--- src/hdl/rsmc_pkg.sv ---
// ----------------------------------------------------------------------------
// Rain shelter motor controller package
// Widths, codes, register defaults and shared types of the controller.
// ----------------------------------------------------------------------------
package rsmc_pkg;

    localparam int LIMIT_W = 13;
    localparam int TIME_W  = 16;
    localparam int DUTY_W  = 7;
    localparam int TIMER_W = 17;

    localparam logic [DUTY_W-1:0]  DUTY_CAP  = 7'd100;
    localparam logic [TIMER_W-1:0] TIMER_MAX = 17'h1FFFF;

    localparam logic [1:0] CMD_SENSOR = 2'd0;
    localparam logic [1:0] CMD_BUTTON = 2'd1;
    localparam logic [1:0] CMD_SWITCH = 2'd2;
    localparam logic [1:0] CMD_TICK   = 2'd3;

    localparam logic [1:0] WX_CLEAR  = 2'd0;
    localparam logic [1:0] WX_SHOWER = 2'd1;
    localparam logic [1:0] WX_WET    = 2'd2;

    localparam logic [1:0] MENU_HOME  = 2'd0;
    localparam logic [1:0] MENU_MODE  = 2'd1;
    localparam logic [1:0] MENU_LIGHT = 2'd2;
    localparam logic [1:0] MENU_RAIN  = 2'd3;

    localparam logic [1:0] DRIVE_BRAKE = 2'd0;
    localparam logic [1:0] DRIVE_CW    = 2'd1;
    localparam logic [1:0] DRIVE_CCW   = 2'd2;

    localparam logic ACT_DRY   = 1'b0;
    localparam logic ACT_STORE = 1'b1;

    localparam logic [1:0] REG_BOOST_TIME = 2'd0;
    localparam logic [1:0] REG_BOOST_DUTY = 2'd1;
    localparam logic [1:0] REG_RUN_DUTY   = 2'd2;
    localparam logic [1:0] REG_THRESHOLD  = 2'd3;

    localparam logic [TIME_W-1:0]  BOOST_TIME_RST = 16'd500;
    localparam logic [DUTY_W-1:0]  BOOST_DUTY_RST = 7'd100;
    localparam logic [DUTY_W-1:0]  RUN_DUTY_RST   = 7'd75;
    localparam logic [LIMIT_W-1:0] THRESHOLD_RST  = 13'd4600;

    typedef struct packed {
        logic [TIME_W-1:0]  boost_time_ms;
        logic [DUTY_W-1:0]  boost_duty;
        logic [DUTY_W-1:0]  run_duty;
        logic [LIMIT_W-1:0] threshold_limit;
    } t_cfg;

    typedef struct packed {
        logic               up;
        logic               down;
        logic               left;
        logic               right;
    } t_buttons;

    typedef struct packed {
        logic [1:0]         weather;
        logic               action;
        logic               manual;
        logic [1:0]         menu_pos;
        logic [LIMIT_W-1:0] light_limit;
        logic [LIMIT_W-1:0] rain_limit;
        logic [1:0]         drive;
        logic [DUTY_W-1:0]  duty;
    } t_status;

    function automatic logic [DUTY_W-1:0] cap_duty(input logic [DUTY_W-1:0] d);
        return (d > DUTY_CAP) ? DUTY_CAP : d;
    endfunction

endpackage

--- src/hdl/rsmc_core.sv ---
// ----------------------------------------------------------------------------
// Rain shelter motor controller core
// Holds the controller state and applies one event per advance.
// ----------------------------------------------------------------------------
module rsmc_core
    import rsmc_pkg::*;
#(
    parameter int SAMPLE_BITS = 13
) (
    input  logic                   i_clk,
    input  logic                   i_rst_n,
    input  t_cfg                   i_cfg,
    input  logic                   i_advance,
    input  logic [1:0]             i_command,
    input  logic [SAMPLE_BITS-1:0] i_light_level,
    input  logic [SAMPLE_BITS-1:0] i_rain_level,
    input  logic                   i_high_switch_level,
    input  logic                   i_low_switch_level,
    input  t_buttons               i_buttons,
    output t_status                o_status,
    output logic                   o_refresh
);

    localparam int EXT_W = (SAMPLE_BITS > LIMIT_W) ? SAMPLE_BITS : LIMIT_W;
    localparam logic [LIMIT_W-1:0] LIM_MASK = (SAMPLE_BITS >= LIMIT_W) ?
        {LIMIT_W{1'b1}} : LIMIT_W'((1 << SAMPLE_BITS) - 1);

    t_status            r_st, n_st;
    logic [TIMER_W-1:0] r_timer, n_timer;
    logic               r_refresh, n_refresh;
    logic [LIMIT_W-1:0] lim;
    logic [EXT_W-1:0]   light_ext, rain_ext, light_lim_ext, rain_lim_ext;

    assign lim           = i_cfg.threshold_limit & LIM_MASK;
    assign light_ext     = EXT_W'(i_light_level);
    assign rain_ext      = EXT_W'(i_rain_level);
    assign light_lim_ext = EXT_W'(r_st.light_limit);
    assign rain_lim_ext  = EXT_W'(r_st.rain_limit);

    always_comb begin
        n_st      = r_st;
        n_timer   = r_timer;
        n_refresh = 1'b0;
        unique case (i_command)
            CMD_SENSOR: begin
                if (light_ext < light_lim_ext) begin
                    n_st.weather = (rain_ext < rain_lim_ext) ? WX_SHOWER
                                                             : WX_CLEAR;
                end else begin
                    n_st.weather = WX_WET;
                end
            end
            CMD_BUTTON: begin
                priority if (i_buttons.up) begin
                    n_st.menu_pos = r_st.menu_pos - 2'd1;
                    n_refresh     = 1'b1;
                end else if (i_buttons.down) begin
                    n_st.menu_pos = r_st.menu_pos + 2'd1;
                    n_refresh     = 1'b1;
                end else if (i_buttons.left) begin
                    n_refresh = (r_st.menu_pos != MENU_HOME);
                    unique case (r_st.menu_pos)
                        MENU_LIGHT: begin
                            n_st.light_limit = (r_st.light_limit != '0) ?
                                r_st.light_limit - 1'b1 : lim;
                        end
                        MENU_RAIN: begin
                            if (r_st.rain_limit != '0) begin
                                n_st.rain_limit = r_st.rain_limit - 1'b1;
                            end
                        end
                        MENU_MODE: begin
                            n_st.manual = 1'b1;
                            n_st.action = ACT_DRY;
                        end
                        default: begin
                        end
                    endcase
                end else if (i_buttons.right) begin
                    n_refresh = (r_st.menu_pos != MENU_HOME);
                    unique case (r_st.menu_pos)
                        MENU_LIGHT: begin
                            n_st.light_limit = (r_st.light_limit < lim) ?
                                r_st.light_limit + 1'b1 : '0;
                        end
                        MENU_RAIN: begin
                            n_st.rain_limit = (r_st.rain_limit < lim) ?
                                r_st.rain_limit + 1'b1 : '0;
                        end
                        MENU_MODE: begin
                            n_st.manual = 1'b1;
                            n_st.action = ACT_STORE;
                        end
                        default: begin
                        end
                    endcase
                end else begin
                end
            end
            CMD_SWITCH: begin
                priority if (i_high_switch_level && !i_low_switch_level) begin
                    if (r_st.weather == WX_CLEAR) begin
                        n_st.drive  = DRIVE_BRAKE;
                        n_st.manual = 1'b0;
                    end else begin
                        n_st.drive  = DRIVE_CW;
                        n_st.duty   = cap_duty(i_cfg.boost_duty);
                        n_st.action = ACT_STORE;
                        n_timer     = '0;
                    end
                end else if (i_low_switch_level && !i_high_switch_level) begin
                    if (r_st.weather != WX_CLEAR) begin
                        n_st.drive  = DRIVE_BRAKE;
                        n_st.manual = 1'b0;
                    end else if (r_st.action == ACT_DRY) begin
                        n_st.drive = DRIVE_CCW;
                        n_st.duty  = cap_duty(i_cfg.boost_duty);
                        n_timer    = '0;
                    end
                end else begin
                end
            end
            CMD_TICK: begin
                if (r_timer != TIMER_MAX) begin
                    n_timer = r_timer + 1'b1;
                end
                if (n_timer > TIMER_W'(i_cfg.boost_time_ms)) begin
                    n_st.duty = cap_duty(i_cfg.run_duty);
                end
            end
            default: begin
            end
        endcase
    end

    always_ff @(posedge i_clk) begin
        if (!i_rst_n) begin
            r_st.weather     <= WX_CLEAR;
            r_st.action      <= ACT_STORE;
            r_st.manual      <= 1'b0;
            r_st.menu_pos    <= MENU_HOME;
            r_st.light_limit <= '0;
            r_st.rain_limit  <= '0;
            r_st.drive       <= DRIVE_BRAKE;
            r_st.duty        <= '0;
            r_timer          <= '0;
            r_refresh        <= 1'b0;
        end else if (i_advance) begin
            r_st      <= n_st;
            r_timer   <= n_timer;
            r_refresh <= n_refresh;
        end
    end

    assign o_status  = r_st;
    assign o_refresh = r_refresh;

endmodule

--- src/hdl/rain_shelter_motor_controller.sv ---
// ----------------------------------------------------------------------------
// Rain shelter motor controller
// Event-driven shelter control: weather class, menu, thresholds and motor drive.
//
//   Channel   Handshake                  Content
//   input     i_valid / o_ready          command, sensor levels, switches, buttons
//   result    o_valid / i_ready          weather, mode, menu, limits, drive, duty
//   config    i_cfg_valid / o_cfg_ready  i_cfg_index, i_cfg_data
//
// Each request waits in the input register until the result can move on, is then
// applied to the state register, and its result is presented from that register.
// One request is taken every cycle while results are drained.
// Reset is synchronous and active low and restores the register defaults.
// A stalled result holds the state and backs pressure up to o_ready.
// ----------------------------------------------------------------------------
module rain_shelter_motor_controller
    import rsmc_pkg::*;
#(
    parameter int SAMPLE_BITS = 13
) (
    input  logic                   i_clk,
    input  logic                   i_rst_n,
    input  logic                   i_valid,
    output logic                   o_ready,
    input  logic [1:0]             i_command,
    input  logic [SAMPLE_BITS-1:0] i_light_level,
    input  logic [SAMPLE_BITS-1:0] i_rain_level,
    input  logic                   i_high_switch_level,
    input  logic                   i_low_switch_level,
    input  logic                   i_press_up,
    input  logic                   i_press_down,
    input  logic                   i_press_left,
    input  logic                   i_press_right,
    input  logic                   i_cfg_valid,
    output logic                   o_cfg_ready,
    input  logic [1:0]             i_cfg_index,
    input  logic [TIME_W-1:0]      i_cfg_data,
    output logic                   o_valid,
    input  logic                   i_ready,
    output logic [1:0]             o_weather_class,
    output logic                   o_action_mode,
    output logic                   o_manual_flag,
    output logic [1:0]             o_menu_position,
    output logic [LIMIT_W-1:0]     o_light_limit_value,
    output logic [LIMIT_W-1:0]     o_rain_limit_value,
    output logic [1:0]             o_motor_drive,
    output logic [DUTY_W-1:0]      o_pwm_duty,
    output logic                   o_refresh_request
);

    t_cfg                   r_cfg;
    logic                   r_in_valid;
    logic                   r_out_valid;
    logic [1:0]             r_command;
    logic [SAMPLE_BITS-1:0] r_light_level;
    logic [SAMPLE_BITS-1:0] r_rain_level;
    logic                   r_high_switch;
    logic                   r_low_switch;
    t_buttons               r_buttons;
    logic                   advance;
    logic                   take;
    t_status                status;

    assign advance     = r_in_valid && (!r_out_valid || i_ready);
    assign o_ready     = !r_in_valid || advance;
    assign take        = i_valid && o_ready;
    assign o_cfg_ready = 1'b1;

    always_ff @(posedge i_clk) begin
        if (!i_rst_n) begin
            r_cfg.boost_time_ms   <= BOOST_TIME_RST;
            r_cfg.boost_duty      <= BOOST_DUTY_RST;
            r_cfg.run_duty        <= RUN_DUTY_RST;
            r_cfg.threshold_limit <= THRESHOLD_RST;
        end else if (i_cfg_valid) begin
            unique case (i_cfg_index)
                REG_BOOST_TIME: r_cfg.boost_time_ms   <= i_cfg_data;
                REG_BOOST_DUTY: r_cfg.boost_duty      <= i_cfg_data[DUTY_W-1:0];
                REG_RUN_DUTY:   r_cfg.run_duty        <= i_cfg_data[DUTY_W-1:0];
                REG_THRESHOLD:  r_cfg.threshold_limit <= i_cfg_data[LIMIT_W-1:0];
                default: begin
                end
            endcase
        end
    end

    always_ff @(posedge i_clk) begin
        if (!i_rst_n) begin
            r_in_valid  <= 1'b0;
            r_out_valid <= 1'b0;
        end else begin
            r_in_valid  <= take || (r_in_valid && !advance);
            r_out_valid <= advance || (r_out_valid && !i_ready);
        end
    end

    always_ff @(posedge i_clk) begin
        if (take) begin
            r_command       <= i_command;
            r_light_level   <= i_light_level;
            r_rain_level    <= i_rain_level;
            r_high_switch   <= i_high_switch_level;
            r_low_switch    <= i_low_switch_level;
            r_buttons.up    <= i_press_up;
            r_buttons.down  <= i_press_down;
            r_buttons.left  <= i_press_left;
            r_buttons.right <= i_press_right;
        end
    end

    rsmc_core #(
        .SAMPLE_BITS(SAMPLE_BITS)
    ) u_core (
        .i_clk              (i_clk),
        .i_rst_n            (i_rst_n),
        .i_cfg              (r_cfg),
        .i_advance          (advance),
        .i_command          (r_command),
        .i_light_level      (r_light_level),
        .i_rain_level       (r_rain_level),
        .i_high_switch_level(r_high_switch),
        .i_low_switch_level (r_low_switch),
        .i_buttons          (r_buttons),
        .o_status           (status),
        .o_refresh          (o_refresh_request)
    );

    assign o_valid             = r_out_valid;
    assign o_weather_class     = status.weather;
    assign o_action_mode       = status.action;
    assign o_manual_flag       = status.manual;
    assign o_menu_position     = status.menu_pos;
    assign o_light_limit_value = status.light_limit;
    assign o_rain_limit_value  = status.rain_limit;
    assign o_motor_drive       = status.drive;
    assign o_pwm_duty          = status.duty;

endmodule

--- config.mk ---
export PLATFORM = sky130hd
export DESIGN_NAME = rain_shelter_motor_controller
export DESIGN_NICKNAME = d
export VERILOG_FILES = /design/src/hdl/rsmc_pkg.sv /design/src/hdl/rsmc_core.sv /design/src/hdl/rain_shelter_motor_controller.sv
export SDC_FILE = /design/constraint.sdc
export NUM_CORES = 1
export LEC_CHECK = 0
export BUFFER_PORTS_ARGS = -buffer_cell sky130_fd_sc_hd__buf_2
export CORE_MARGIN = 1.5
export CORE_UTILIZATION = 24
export CTS_BUF_LIST = sky130_fd_sc_hd__clkbuf_8
export DETAILED_ROUTE_END_ITERATION = 8
export HOLD_SLACK_MARGIN = 0.1
export PLACE_DENSITY = 0.39
export SYNTH_ARGS = -nofsm -noshare
export SYNTH_HDL_FRONTEND = slang
export SYNTH_SLANG_ARGS = --single-unit
--- constraint.sdc ---
create_clock -name i_clk -period 5.52 [get_ports i_clk]
set_input_delay 0 -clock i_clk [delete_from_list [all_inputs] [get_ports i_clk]]
set_output_delay 0 -clock i_clk [all_outputs]
set_load 0.005 [all_outputs]
==> summary.md <==
| Metric | Value |
|---|---|
| Buffers on Ports | `100` |
| Register-to-register setup slack | `1.43 ns` |
| Share of cells above drive strength 1 | `0.1427` |
| Fmax | `0.2447 GHz` |
| Worst-path maximum fanout | `8` |
| Sw Share | `0.2924` |
| Drt total wl | `approximately 27000 um` |
| Detail Placement HPWL | `about 19000 um` |
| Yosys Warn Count | `0` |
| Number of diodes | `0` |
| Switching pwr | `0.0006103 W` |
| Mapped Cells | `990` |
| Final hold slack | `0.2362 ns` |
| Mux cell area share after synthesis | `0.02385` |
| Via density | `4.809` |
| Register area share after synthesis | `0.3720` |
| Hold Path Origin | `i_press_up` |
| Pre-Repair DR Iteration Count | `5` |
| GP Congestion | `0.8191` |
| RSZ-0062 raised after global routing | `false` |
| Total negative slack | `0 ns` |
| Area leader, netlist | `dfxtp_1` |
| WP data required | `5.91 ns` |
| Static Leak | `4.130 nW` |
| Number of synthesized flops with an enable pin | `34` |
| Inst Count DP | `1501` |
| DRC | `0` |
| Combinational share of power | `0.102` |
| Status | `finished, final reports clean` |
| Final hold violation count | `0` |
| Die ar. | `35890 um^2` |
| PwrDens | `204.9 nW/um^2` |
| CTS tree | `done` |
| Int Power | `0.001477 W` |
| Number of synthesized register bits | `138` |
| Syn_nets | `1123` |
| Cts bufs inserted | `17` |
| Die Y | `189.4 um` |
| Sequential power share | `0.520` |
| RR Endpoint | `u_core.o_status[3]` |
| Final Skew | `0.01507 ns` |
| Yosys cell types | `77` |
| Compound-cell area share of the yosys netlist | `0.1956` |
| Top-count cell post-synth | `nand2_1` |
| Prevailing post-synth register cell | `dfxtp_1` |
| Worst hold path class | `input port to register` |
| Chip Width | `189.4 um` |
| Root buf cell | `clkbuf_8` |
| Crit path to | `u_core.o_status[3]` |
| Crit. End Element | `register` |
| Commonest cells in the netlist | `nand2_1 (139), dfxtp_1 (104), ha_1 (76), inv_1 (71), a21oi_1 (69)` |
| Largest net degree at the start of global routing | `64` |
| DRT iter0 DRCs | `397` |
| PostCTS Resize Cnt | `0` |
| CTS H-tree lvls | `4` |
| Longest Clk Path Bufs | `2` |
| Relative slew slack | `0.2688` |
| Setup violators final | `0` |
| Layout area overhead | `22.09%` |
| CP Class | `register to register` |
| Main combinational cell family by area after synthesis | `simple AND/OR/NAND/NOR gates` |
| Number of antenna violations at the first check in global routing | `0` |
| Synth Area in Adders | `0.1140` |
| Ys async rst share | `0` |
| Dpl cell area | `9264 um^2` |
| Cell depth of the worst flop-to-flop path | `14` |
| Post-Synth Simple-Gate Area | `0.2119` |
| Total I/O pin count | `102` |
| RR Startpoint | `u_core.r_timer[0]` |
| Yosys top cell area share | `0.2496` |
| Clock-pin slew on the worst setup and hold paths | `about 0.09 ns` |
| Peak VDD IR | `between 0.1 and 0.15 mV` |
| Nets | `1255` |
| Post-route antenna net violation count | `0` |
| CP startpoint kind | `register` |
| Max Cap Viol | `0` |
| Xor and xnor area share after synthesis | `0.02415` |
| Sink Count | `138` |
| GRT Total Usage | `0.1513` |
| Worst-margin pin slew | `1.094 ns` |
| Clock power frac | `0.378` |
| Post-Synthesis Cell Area | `8342 um^2` |
| Tcrit/Tclk final | `0.7402` |
| Min Tclk post-route | `4.086 ns` |
| Routed length per instance | `16.82 um` |
| Synth area leaders | `dfxtp_1 (25%), edfxtp_1 (12%), ha_1 (11%), nand2_1 (6.3%), a21oi_1 (4.1%)` |
| Worst Path Arrival | `approximately 4.5 ns` |
| Slew Limit Fails | `0` |
| Setup crit start | `u_core.r_timer[0]` |
| Design Area, Final | `around 10000 um^2` |
| Layout Cells excl Fill | `1590` |
| Detailed-route via count | `between 7000 and 8000` |
| Global-route wire length before repair | `42120 um` |
| Vias in the first global route | `~7600` |
| Syn avg cell area | `roughly 8.4 um^2` |
| Worst skew pair latency | `0.47 ns` |
| GR Overflow Total | `0` |
| Core Region | `34370 um^2` |
| Starting Density | `0.2427` |
| # rows | `68` |
[worst min-delay path by stage]
stage | endpoint | depth (start not counted)
6_report | r_buttons[3] | 2
3_3_place_gp | r_rain_level[5] | 1
5_1_grt | r_buttons[0] | 2
3_5_place_dp | r_rain_level[5] | 1
2_1_floorplan | r_buttons[0] | 0
4_1_cts | r_rain_level[11] | 2
[cell type report]
class / instances / area (um^2)
well taps: 455 / 569.3
clock buffers: 17 / 234.0
multi-input cells: 728 / 4761
clock inverters: 15 / 116.4
inverters: 72 / 270.3
flip-flops and latches: 138 / 3103
repair buffers: 165 / 1131
fillers: 3802 / 24190
[critical path, stage by stage, from the launching register on]
cell      delay [ns]
dfxtp_1         0.41
ha_1            0.20
nand2_1         0.12
or4_1           0.72
or2_1           0.39
nand2b_2        0.14
nor2_1          0.06
xnor2_1         0.12
ha_1            0.28
o21ai_0         0.16
nor2_1          0.07
o31ai_1         0.24
nand3_1         0.10
o21ai_1         0.73
mux2i_1         0.27
[kinds of logic after synthesis]
group	count (synthesis)
adders and majority gates	76
muxes	19
and+or+nand+nor	362
DFF	138
AOI/OAI and AO/OA	247
buffers and inverters	124
xor gates and xnor gates	23
other	1
[power by group through the flow]
stage	clock network (W)	logic, W	registers [W]
final	0.000790	0.000212	0.00109
after detailed placement	0	0.000183	0.00111
after global routing	0.000868	0.000241	0.00109
after global placement	0	0.000183	0.00111
after floorplan	0	0.000111	0.00110
after CTS	0.000826	0.000216	0.00109
[layout by cell type (no fill, tap or decap), types with 6 or more instances in the layout]
cell,n
a21o_1,8
buf_2,100
o2111ai_1,7
a31oi_1,22
nand2b_1,10
dlygate4sd3_1,57
nor4_1,9
o21ai_0,43
a21oi_1,69
inv_1,72
or3_1,8
mux2i_1,15
dfxtp_1,104
xnor2_1,22
nor2_1,58
o211ai_1,21
nand4_1,16
nand3_1,36
ha_1,76
and3_1,9
clkbuf_8,17
edfxtp_1,34
o21a_1,10
nor2b_1,10
buf_4,8
or4_1,6
nand2_1,139
nor3_1,30
[flip-flops by register name (all words and copies together) (netlist names)]
name                  cells
o_valid                   1
r_buttons                 4
r_cfg                    43
r_command                 2
r_high_switch             1
r_in_valid                1
r_light_level            13
r_low_switch              1
r_rain_level             13
u_core.light_lim_ext     13
u_core.o_refresh          1
u_core.o_status          15
u_core.r_timer           17
u_core.rain_lim_ext      13
[stage by stage]
stage	setup slack (ns)	total power [W]	utilization
detailed placement	1.490	0.001293	0.2695
floorplan	2.038	0.001213	-
finish	1.434	0.002087	0.2963
global placement	1.520	0.001292	0.2695
global route	1.041	0.002198	0.2963
CTS	1.444	0.002128	0.2963
[layer usage]
| metal | up-vias | global-route usage | routed length (um) |
|---|---|---|---|
| met5 | - | 0 | 0 |
| met4 | 0 | 0.04884 | 557 |
| met2 | 159 | 0.2425 | 11870 |
| met3 | 31 | 0.02558 | 886 |
| met1 | 3596 | 0.2056 | 13430 |
| li1 | 3860 | - | - |
[what timing repair did]
item / in CTS / in global routing
endpoints found under the setup margin: 0 / 0
setup buffers: 0 / 0
hold endpoints to repair: 85 / 0
hold buffers: 57 / 0
Note: power is estimated with default switching activity, not from simulation.
